`config.mk`:
```
export PLATFORM = sky130hd
export DESIGN_NAME = servo_angles_to_sbus_frame_top
export DESIGN_NICKNAME = d
export VERILOG_FILES = /design/src/hdl/sbfe_pkg.sv /design/src/hdl/servo_angles_to_sbus_frame_top.sv /design/src/hdl/sbfe_mapper.sv /design/src/hdl/sbfe_framer.sv
export SDC_FILE = /design/constraint.sdc
export NUM_CORES = 2
export LEC_CHECK = 0
export ABC_AREA = 1
export BUFFER_PORTS_ARGS = -buffer_cell sky130_fd_sc_hd__buf_2
export CORE_UTILIZATION = 35
export CTS_CLUSTER_SIZE = 28
export DETAILED_ROUTE_END_ITERATION = 8
export PLACE_DENSITY = 0.52
export SYNTH_ARGS = -nofsm -noshare
export SYNTH_HDL_FRONTEND = slang
export SYNTH_SLANG_ARGS = --single-unit
```
`constraint.sdc`:
```
create_clock -name clk -period 9.3 [get_ports clk]
set_input_delay 0.465 -clock clk [delete_from_list [all_inputs] [get_ports clk]]
set_output_delay 0.465 -clock clk [all_outputs]
set_load 0.02 [all_outputs]
```
`src/hdl/sbfe_pkg.sv`:
```
// ----------------------------------------------------------------------------
// sbfe_pkg
// shared types and constants of the servo angle to servo bus frame encoder
// ----------------------------------------------------------------------------
package sbfe_pkg;

	// frame layout
	localparam int          FRAME_LEN    = 25;
	localparam int          CNT_W        = $clog2(FRAME_LEN);
	localparam logic [7:0]  FRAME_HEADER = 8'h0f;

	// channel scaling: value = (CENTER + angle * gain) / 100
	localparam logic signed [18:0] CENTER    = 19'sd102300;
	localparam logic signed [18:0] WING_GAIN = 19'sd1136;
	localparam logic signed [18:0] TAIL_GAIN = 19'sd1279;

	// reciprocal of 100, exact for 0 <= v < 2^18 with a shift of 25
	localparam logic [18:0] RECIP_100   = 19'd335545;
	localparam int          RECIP_SHIFT = 25;
	localparam int          CHAN_W      = 11;

	// scaled servo values before the divide by 100
	typedef struct packed {
		logic signed [18:0] left;
		logic signed [18:0] right;
		logic signed [18:0] tail_left;
		logic signed [18:0] tail_right;
	} scaled_t;

endpackage

```
`src/hdl/servo_angles_to_sbus_frame_top.sv`:
```
// ----------------------------------------------------------------------------
// servo_angles_to_sbus_frame_top
// turns wing, roll and pitch commands into 25-byte servo bus frames
// ----------------------------------------------------------------------------
// usage
//   slave side: one word per command, s_tdata = {pitch, roll, wing}, each a
//   signed 8-bit angle in degrees. master side: the 25 frame bytes of that
//   command in order, header first, m_tlast on the 25th byte.
//   glide_mode is written through glide_mode_we / glide_mode_wdata while the
//   block is idle; in glide mode the wing servos hold fixed angles.
// pipeline and throughput
//   the first byte of a frame is valid once its command word has passed the
//   command register, the scaling register and the framer's payload register;
//   the byte serializer sends one byte per cycle while m_tready is high. the next
//   command is taken while the current frame is being sent and its frame
//   follows with no gap, so one command per frame keeps the output saturated.
// reset
//   arst_n clears all valid flags and the byte counter and puts the block
//   in flapping mode; no frame is in flight after reset.
// stall
//   while m_tready is low the current byte holds; two commands queue in the
//   pipeline registers, then s_tready drops until the frame moves on.
// ----------------------------------------------------------------------------
module servo_angles_to_sbus_frame_top (
	input  logic        clk,
	input  logic        arst_n,
	// configuration
	input  logic        glide_mode_we,
	input  logic        glide_mode_wdata,
	// command stream
	input  logic        s_tvalid,
	output logic        s_tready,
	input  logic [23:0] s_tdata,   // wing_angle[7:0], roll_angle[15:8], pitch_angle[23:16]
	// frame byte stream
	output logic        m_tvalid,
	input  logic        m_tready,
	output logic [7:0]  m_tdata,   // frame_byte[7:0]
	output logic        m_tlast    // last_byte
);
	import sbfe_pkg::*;

	logic    glide_mode_q;
	logic    map_valid;
	logic    map_ready;
	scaled_t map_scaled;

	// mode register; the user must write it only between commands, the block does not enforce it
	always_ff @(posedge clk or negedge arst_n) begin
		if (!arst_n) begin
			glide_mode_q <= 1'b0;
		end else if (glide_mode_we) begin
			glide_mode_q <= glide_mode_wdata;
		end
	end

	// command register, mixing and scaling to pre-divide channel values
	sbfe_mapper u_mapper (
		.clk         (clk),
		.arst_n      (arst_n),
		.glide_mode  (glide_mode_q),
		.in_valid    (s_tvalid),
		.in_ready    (s_tready),
		.wing_angle  (s_tdata[7:0]),
		.roll_angle  (s_tdata[15:8]),
		.pitch_angle (s_tdata[23:16]),
		.out_valid   (map_valid),
		.out_ready   (map_ready),
		.out_scaled  (map_scaled)
	);

	// divide by 100, bit packing and byte serializer
	sbfe_framer u_framer (
		.clk       (clk),
		.arst_n    (arst_n),
		.in_valid  (map_valid),
		.in_ready  (map_ready),
		.in_scaled (map_scaled),
		.m_tvalid  (m_tvalid),
		.m_tready  (m_tready),
		.m_tdata   (m_tdata),
		.m_tlast   (m_tlast)
	);

endmodule

```
`src/hdl/sbfe_mapper.sv`:
```
// ----------------------------------------------------------------------------
// sbfe_mapper
// input register, servo angle mixing, clamping and scaling register
// ----------------------------------------------------------------------------
module sbfe_mapper (
	input  logic                  clk,
	input  logic                  arst_n,
	input  logic                  glide_mode,
	input  logic                  in_valid,
	output logic                  in_ready,
	input  logic signed [7:0]     wing_angle,
	input  logic signed [7:0]     roll_angle,
	input  logic signed [7:0]     pitch_angle,
	output logic                  out_valid,
	input  logic                  out_ready,
	output sbfe_pkg::scaled_t     out_scaled
);
	import sbfe_pkg::*;

	localparam logic signed [7:0] WING_LIMIT  = 8'sd90;
	localparam logic signed [7:0] TAIL_LIMIT  = 8'sd80;
	localparam logic signed [7:0] GLIDE_LEFT  = 8'sd25;
	localparam logic signed [7:0] GLIDE_RIGHT = -8'sd33;
	localparam logic signed [7:0] TAIL_TRIM   = 8'sd25;
	localparam logic signed [7:0] WING_OFFSET = 8'sd8;

	function automatic logic signed [7:0] clamp8(input logic signed [7:0] a,
			input logic signed [7:0] lim);
		if (a > lim) return lim;
		if (a < -lim) return -lim;
		return a;
	endfunction

	function automatic logic signed [18:0] scale(input logic signed [7:0] a,
			input logic signed [18:0] gain);
		return CENTER + 19'(a) * gain;
	endfunction

	logic              valid_s1;
	logic signed [7:0] wing_s1, roll_s1, pitch_s1;
	logic              valid_s2;
	scaled_t           scaled_s2;

	logic              adv_s2;
	logic signed [7:0] left, right, tail_left, tail_right;
	scaled_t           scaled;

	assign adv_s2   = valid_s1 && (!valid_s2 || out_ready);
	assign in_ready = !valid_s1 || adv_s2;

	// 8-bit wrapping mix of the commands, then clamping and scaling
	always_comb begin
		if (glide_mode) begin
			left  = GLIDE_LEFT;
			right = GLIDE_RIGHT;
		end else begin
			left  = wing_s1 + roll_s1;
			right = roll_s1 - wing_s1 - WING_OFFSET;
		end
		tail_left  = pitch_s1 + TAIL_TRIM;
		tail_right = -tail_left;
		scaled.left       = scale(clamp8(left, WING_LIMIT), WING_GAIN);
		scaled.right      = scale(clamp8(right, WING_LIMIT), WING_GAIN);
		scaled.tail_left  = scale(clamp8(tail_left, TAIL_LIMIT), TAIL_GAIN);
		scaled.tail_right = scale(clamp8(tail_right, TAIL_LIMIT), TAIL_GAIN);
	end

	always_ff @(posedge clk or negedge arst_n) begin
		if (!arst_n) begin
			valid_s1 <= 1'b0;
			valid_s2 <= 1'b0;
		end else begin
			if (in_ready) valid_s1 <= in_valid;
			if (!valid_s2 || out_ready) valid_s2 <= valid_s1;
		end
	end

	always_ff @(posedge clk) begin
		if (in_valid && in_ready) begin
			wing_s1  <= wing_angle;
			roll_s1  <= roll_angle;
			pitch_s1 <= pitch_angle;
		end
		if (adv_s2) scaled_s2 <= scaled;
	end

	assign out_valid  = valid_s2;
	assign out_scaled = scaled_s2;

endmodule

```
`src/hdl/sbfe_framer.sv`:
```
// ----------------------------------------------------------------------------
// sbfe_framer
// divide to channel values, pack the frame and send it one byte per word
// ----------------------------------------------------------------------------
module sbfe_framer (
	input  logic              clk,
	input  logic              arst_n,
	input  logic              in_valid,
	output logic              in_ready,
	input  sbfe_pkg::scaled_t in_scaled,
	output logic              m_tvalid,
	input  logic              m_tready,
	output logic [7:0]        m_tdata,
	output logic              m_tlast
);
	import sbfe_pkg::*;

	localparam logic [CNT_W-1:0] LAST_IDX = CNT_W'(FRAME_LEN - 1);

	// floor(v / 100), negative values give zero
	function automatic logic [CHAN_W-1:0] to_channel(input logic signed [18:0] v);
		logic [36:0] prod;
		prod = 37'(v[17:0]) * 37'(RECIP_100);
		if (v[18]) return '0;
		return prod[RECIP_SHIFT +: CHAN_W];
	endfunction

	logic             busy_q;
	logic [CNT_W-1:0] cnt_q;
	logic [47:0]      payload_q;

	logic             advance, last, load;
	logic [47:0]      payload;

	assign payload = {4'b0000,
		to_channel(in_scaled.tail_right), to_channel(in_scaled.tail_left),
		to_channel(in_scaled.right), to_channel(in_scaled.left)};

	assign last     = (cnt_q == LAST_IDX);
	assign advance  = busy_q && m_tready;
	assign in_ready = !busy_q || (advance && last);
	assign load     = in_valid && in_ready;

	always_ff @(posedge clk or negedge arst_n) begin
		if (!arst_n) begin
			busy_q <= 1'b0;
			cnt_q  <= '0;
		end else if (load) begin
			busy_q <= 1'b1;
			cnt_q  <= '0;
		end else if (advance) begin
			if (last) begin
				busy_q <= 1'b0;
			end else begin
				cnt_q <= cnt_q + 1'b1;
			end
		end
	end

	always_ff @(posedge clk) begin
		if (load) payload_q <= payload;
	end

	always_comb begin
		case (cnt_q)
			CNT_W'(0): m_tdata = FRAME_HEADER;
			CNT_W'(1): m_tdata = payload_q[7:0];
			CNT_W'(2): m_tdata = payload_q[15:8];
			CNT_W'(3): m_tdata = payload_q[23:16];
			CNT_W'(4): m_tdata = payload_q[31:24];
			CNT_W'(5): m_tdata = payload_q[39:32];
			CNT_W'(6): m_tdata = payload_q[47:40];
			default:   m_tdata = 8'h00;
		endcase
	end

	assign m_tvalid = busy_q;
	assign m_tlast  = last;

	a_cnt_range: assert property (@(posedge clk) disable iff (!arst_n)
		busy_q |-> cnt_q <= LAST_IDX)
		else $error("byte index past end of frame");

	a_header_first: assert property (@(posedge clk) disable iff (!arst_n)
		(busy_q && cnt_q == '0) |-> m_tdata == FRAME_HEADER)
		else $error("frame does not open with header");

	a_load_restart: assert property (@(posedge clk) disable iff (!arst_n)
		load |=> busy_q && cnt_q == '0)
		else $error("new frame does not start at byte zero");

	a_step: assert property (@(posedge clk) disable iff (!arst_n)
		(advance && !last) |=> busy_q && cnt_q == $past(cnt_q) + 1'b1)
		else $error("byte index did not step after a word");

endmodule

```
==> After elaboration in Yosys (flattened, before gate mapping) <==
Index checks and enable logic that the tools add are counted.
{ "op_classes": {"n_addsub": 10, "n_mul": 8, "magnitude_cmp": 8, "n_eq_ne": 8, "muxes": 49, "n_reduce_logical": 16} }
{ "ops": {"columns": ["cell", "n"], "rows": [
  ["18-bit by 19-bit multiplier with 36-bit output (second input constant)", 4],
  ["8-bit two-way mux", 18],
  ["11-bit two-way mux", 8],
  ["18-bit by 19-bit adder with 19-bit output (first input constant)", 4],
  ["8-bit case mux with 7 select lines", 1],
  ["8-bit by 12-bit multiplier with 19-bit output (second input constant)", 2],
  ["8-bit greater-than comparator (second input constant)", 4],
  ["8-bit less-than comparator (second input constant)", 4],
  ["8-bit by 8-bit multiplier with 15-bit output (second input constant)", 2],
  ["1-bit two-way mux", 19],
  ["5-bit by 3-bit equality test with 1-bit output (second input constant)", 3],
  ["5-bit two-way mux", 3],
  ["5-bit by 2-bit equality test with 1-bit output (second input constant)", 2],
  ["8-bit by 6-bit adder with 8-bit output (second input constant)", 1],
  ["8-bit adder", 1],
  ["8-bit negation", 1],
  ["8-bit by 5-bit subtractor with 8-bit output (second input constant)", 1],
  ["8-bit subtractor", 1],
  ["5-bit by 1-bit adder with 5-bit output (second input constant)", 1],
  ["5-bit by 1-bit equality test with 1-bit output (second input constant)", 1],
  ["5-bit equality test (second input constant)", 1],
  ["1-bit logical AND", 5],
  ["5-bit logical NOT", 1],
  ["2-bit AND reduction", 2],
  ["4 further kinds", 9]
]} }
{ "word_totals": {"ff_bits": 153, "in_bits": 30, "out_inout_bits": 11, "word_cells": 112} }

==> Longest topological paths before layout <==
{ "logic_depth": {"depth_word": 10, "depth_mapped": 40, "ltp_nobuf": 40} }

==> Modules after synthesis <==
A second synthesis with hierarchy kept.
{ "hier_totals": {"hier_cells": 4923, "area_unflattened_um2": 39989.6} }
{ "modules_own_cells": {"columns": ["mod", "instances", "cells_each", "area_each_um2", "seq_area_each_um2"], "rows": [
  ["sbfe_framer", 1, 3587, 28494.8, 1471.4],
  ["sbfe_mapper", 1, 1331, 11454.7, 2812.7],
  ["servo_angles_to_sbus_frame_top", 1, 5, 40.0, 25.0]
]} }

==> Worst setup path after synthesis <==
OpenSTA, ideal clock, no wires.
{ "synth_path": {"kind": "register to register", "startpoint": "register u_mapper.pitch_s1[0]", "endpoint": "register u_mapper.scaled_s2 (netlist bit u_mapper.out_scaled[17]), data pin", "setup_ns": 0.262, "t_arrival_ns": 6.697, "required_time_ns": 9.038, "path_slack_ns": 2.341, "path_stages_with_launch": 33, "path_buffers": 0, "synth_period_minus_slack_ns": 6.959, "path_cell_list": "edfxtp_1 -> ha_1 -> nand2_2 -> nand2_2 -> nand2_2 -> xor2_4 -> inv_2 -> xor2_2 -> inv_1 -> ha_1 -> a31oi_1 -> ha_1 -> inv_1 -> nand2_4 -> nor2_1 -> inv_1 -> fa_1 -> fa_1 -> inv_1 -> fa_1 -> inv_1 -> fa_1 -> inv_1 -> ha_1 -> ha_1 -> inv_1 -> fa_1 -> o21ai_0 -> a21oi_1 -> o21ai_0 -> a21oi_1 -> o21bai_1 -> xor2_1"} }
{ "synth_rtl": {"columns": ["item", "line_no", "source"], "rows": [
  ["start: declaration", "sbfe_mapper.sv:40", "logic signed [7:0] wing_s1, roll_s1, pitch_s1;"],
  ["start signal: assignment", "sbfe_mapper.sv:82", "pitch_s1 <= pitch_angle;"],
  ["end signal: assignment", "sbfe_mapper.sv:84", "if (adv_s2) scaled_s2 <= scaled;"],
  ["end: declaration", "sbfe_mapper.sv:42", "scaled_t scaled_s2;"]
]} }

==> results.json <==
{
  "cts.sinks": 145,
  "dieArea_sq_um": 104000,
  "ys_seq_area_share_pct": 11.9,
  "max_stage_delay_ps": 530,
  "min_path_type": "input port to register",
  "synth_edf_count": 136,
  "final_common_cell": "inv_1",
  "cts_buffer_depth": 2,
  "first_pass_iters": 5,
  "mostFrequentLayoutCells": "inv_1 (1162), ha_1 (772), nand2_1 (526)",
  "synth-xor-area-share_pct": 2.08,
  "cp.required_ps": 9540,
  "die_h_microns": 323,
  "dr_wl_met2_mm": 39.5,
  "gp_congestion": 0.860,
  "io_pins": 41,
  "grt_use_total_pct": 17.2,
  "cts_setup_buffers": 0,
  "cp-end-kind": "register",
  "portBuffers": 40,
  "coreArea_sq_um": 102000,
  "wl_mm": 84.5,
  "dr_wl_met3_mm": 2.63,
  "ys_ff_latch": 145,
  "min_period_over_period_pct": 82.4,
  "cts-htree-levels": 4,
  "rsz0062_at_grt": "false",
  "grt_pass1_vias": 27049,
  "syn_area_per_cell_sq_um": 8.75,
  "antenna_found_initial": 0,
  "fillers": 10584,
  "drive_above_1_share_pct": 3.48,
  "multi_input_area_sq_um": 27300,
  "cts_tree": "yes",
  "crit_path_frequent_cell": "inv_1",
  "ys.flop_type": "edfxtp_1",
  "cts.repair.resized": 0,
  "drc": 0,
  "numCtsBuffers": 17,
  "wl_per_cell_microns": 15.2,
  "tightestPinTransition_ps": 1000,
  "antenna_left": 0,
  "period_needed_ps": 7670,
  "dp_hpwl_mm": 75.7,
  "max_freq_mhz": 130,
  "fp.dieW_microns": 323,
  "placed_cells": 5535,
  "skew_ps": 17.5,
  "antenna_cells": 0,
  "grt_start_max_net_pins": 48,
  "synthesis.nets": 5430,
  "setup_tns_ps": 0,
  "netlist_instances": 4124,
  "finalSetupViolations": 0,
  "yosysUniqueCellTypes": 54,
  "hold_viol": 0,
  "outcome": "complete, no violations",
  "cp.arrival_ps": 7910,
  "drt_iter0_drc": 957,
  "via_count": 25663,
  "yosys_warnings": 0,
  "clk_pin_slew_ps": 80,
  "grt_pass1_wl_mm": 140,
  "synth_top_family_by_area": "adder cells",
  "finalNonFillerCells": 5568,
  "finalMaxSlewViolations": 0,
  "synth_compound_area_share_pct": 7.01,
  "yosys.area_share.simple_pct": 11.9,
  "m1WireLength_mm": 40.8,
  "max_cap_viol_count": 0,
  "cp_max_fo": 6,
  "start_kind": "register",
  "clock_latency_ps": 510,
  "cpMaxStageDelayCell": "fa_1",
  "highest_layer": "met4",
  "cts_root_buffer": "clkbuf_16",
  "async_reset_ff_share_pct": 6.21,
  "fin_nets": 5493,
  "maxSlewHeadroom_pct": 33.1,
  "vias_per_cell": 4.61,
  "synth_fa_ha_area_share_pct": 54.7,
  "area_growth_pct": 7.20,
  "netlist_area_sq_um": 36100,
  "num_rows": 117,
  "regArea_sq_um": 4310,
  "path_class": "register to register",
  "synth_mux_area_share_pct": 0,
  "gr-total-overflow": 0,
  "initial_core_util_pct": 35.4
}
## layer usage
layer / GRT usage [%] / up-vias
li1: - / 13029
met1: 23.2 / 12225
met2: 28.8 / 338
met3: 2.43 / 71
met4: 4.05 / 0
met5: 0 / -
## registers in the layout, indices dropped and copies added (netlist names)
signal,cells
u_mapper.out_scaled,68
u_mapper.pitch_s1,8
u_mapper.valid_s1,1
u_framer.m_tvalid,1
glide_mode_q,1
u_mapper.out_valid,1
u_framer.payload_q,44
u_mapper.wing_s1,8
u_framer.cnt_q,5
u_mapper.roll_s1,8
## metrics by stage
stage	setup WS [ps]	hold WS, ps	utilization (%)	area, sq um
6_report	1630	135	37.9	38700
5_1_grt	1070	105	37.9	38700
4_1_cts	1560	94.7	37.9	38700
3_5_place_dp	1570	340	37.3	38000
3_3_place_gp	1700	340	37.3	38000
2_1_floorplan	2340	169	-	36100
## cell type report
| class | instances | area share [%] |
|---|---|---|
| Sequential cell | 145 | 11.1 |
| Clock inverter | 15 | 0.556 |
| Multi-Input combinational cell | 2799 | 70.7 |
| Tap cell | 1368 | 4.43 |
| Timing Repair Buffer | 46 | 0.641 |
| Clock buffer | 17 | 1.10 |
| Inverter | 1178 | 11.4 |
## cells by family (layout without fill, tap and decap cells)
family                   count (synthesis)  in the layout
AO/OA/AOI/OAI                          439            439
XOR/XNOR                                82             82
adder cells (fa/ha/maj)               1276           1276
buffers and inverters                 1180           1256
flip-flops                             145            145
AND/OR/NAND/NOR                       1002           1002
## cells in the mapped netlist, types with 2 or more instances
| master | instances | area share, % |
|---|---|---|
| a31oi_1 | 13 | 0.23 |
| a21oi_1 | 199 | 2.8 |
| dfrtp_1 | 9 | 0.62 |
| a21o_1 | 24 | 0.50 |
| o311ai_0 | 3 | 0.073 |
| o21a_1 | 19 | 0.40 |
| o21bai_1 | 13 | 0.27 |
| clkinv_1 | 2 | 0.021 |
| a21oi_2 | 2 | 0.049 |
| inv_2 | 13 | 0.14 |
| nand3b_1 | 9 | 0.19 |
| nand3_4 | 2 | 0.097 |
| xnor2_1 | 30 | 0.73 |
| nand2_4 | 4 | 0.12 |
| fa_1 | 504 | 28 |
| nor2_1 | 224 | 2.3 |
| a21boi_0 | 7 | 0.15 |
| ha_1 | 772 | 27 |
| a32o_1 | 5 | 0.14 |
| xor2_2 | 2 | 0.090 |
| nor2_4 | 6 | 0.19 |
| o21ai_0 | 119 | 1.7 |
| nor4_1 | 9 | 0.16 |
| nor3_1 | 32 | 0.44 |
| o221ai_1 | 3 | 0.073 |
| xor2_1 | 49 | 1.2 |
| nor2_2 | 3 | 0.052 |
| or2_2 | 9 | 0.16 |
| nand3_1 | 115 | 1.6 |
| a211oi_1 | 4 | 0.083 |
| o2111ai_1 | 4 | 0.097 |
| o211ai_1 | 6 | 0.12 |
| edfxtp_1 | 136 | 11 |
| a221oi_1 | 10 | 0.24 |
| and2_1 | 2 | 0.035 |
| nand4_1 | 34 | 0.59 |
| o21ai_1 | 3 | 0.042 |
| or2_1 | 2 | 0.035 |
| nand2_2 | 18 | 0.31 |
| inv_1 | 1163 | 12 |
| nand3_2 | 3 | 0.083 |
| nand2_1 | 526 | 5.5 |
## what timing repair did
action,CTS,global route
hold buffers,1,0
endpoints found under the setup margin,0,0
hold endpoints to repair,9,0
## final timing paths
path | from | end | slack (ps) | cells past startpoint
max | u_mapper.pitch_s1[0] | u_mapper.out_scaled[17] | 1630 | 32
min | s_tdata[3] | u_mapper.wing_s1[3] | 140 | 1
max reg2reg | u_mapper.pitch_s1[0] | u_mapper.out_scaled[17] | 1630 | 32
min reg2reg | u_mapper.valid_s1 | u_mapper.out_valid | 510 | 2
max in group asynchronous | arst_n | u_framer.cnt_q[4] | 8730 | 2
min in group asynchronous | arst_n | glide_mode_q | 380 | 2
## critical path, delay by kind of cell, from the launching register on
| kind | cells | cell delay (ps) |
|---|---|---|
| AOI/OAI and AO/OA | 6 | 1210 |
| xor gates and xnor gates | 3 | 590 |
| adders and majority gates | 10 | 3670 |
| buffers and inverters | 8 | 680 |
| DFF | 1 | 500 |
| and+or+nand+nor | 5 | 710 |
Power is not shown: default switching activity piles up to over one toggle a cycle in this logic, so the estimate is an artifact.
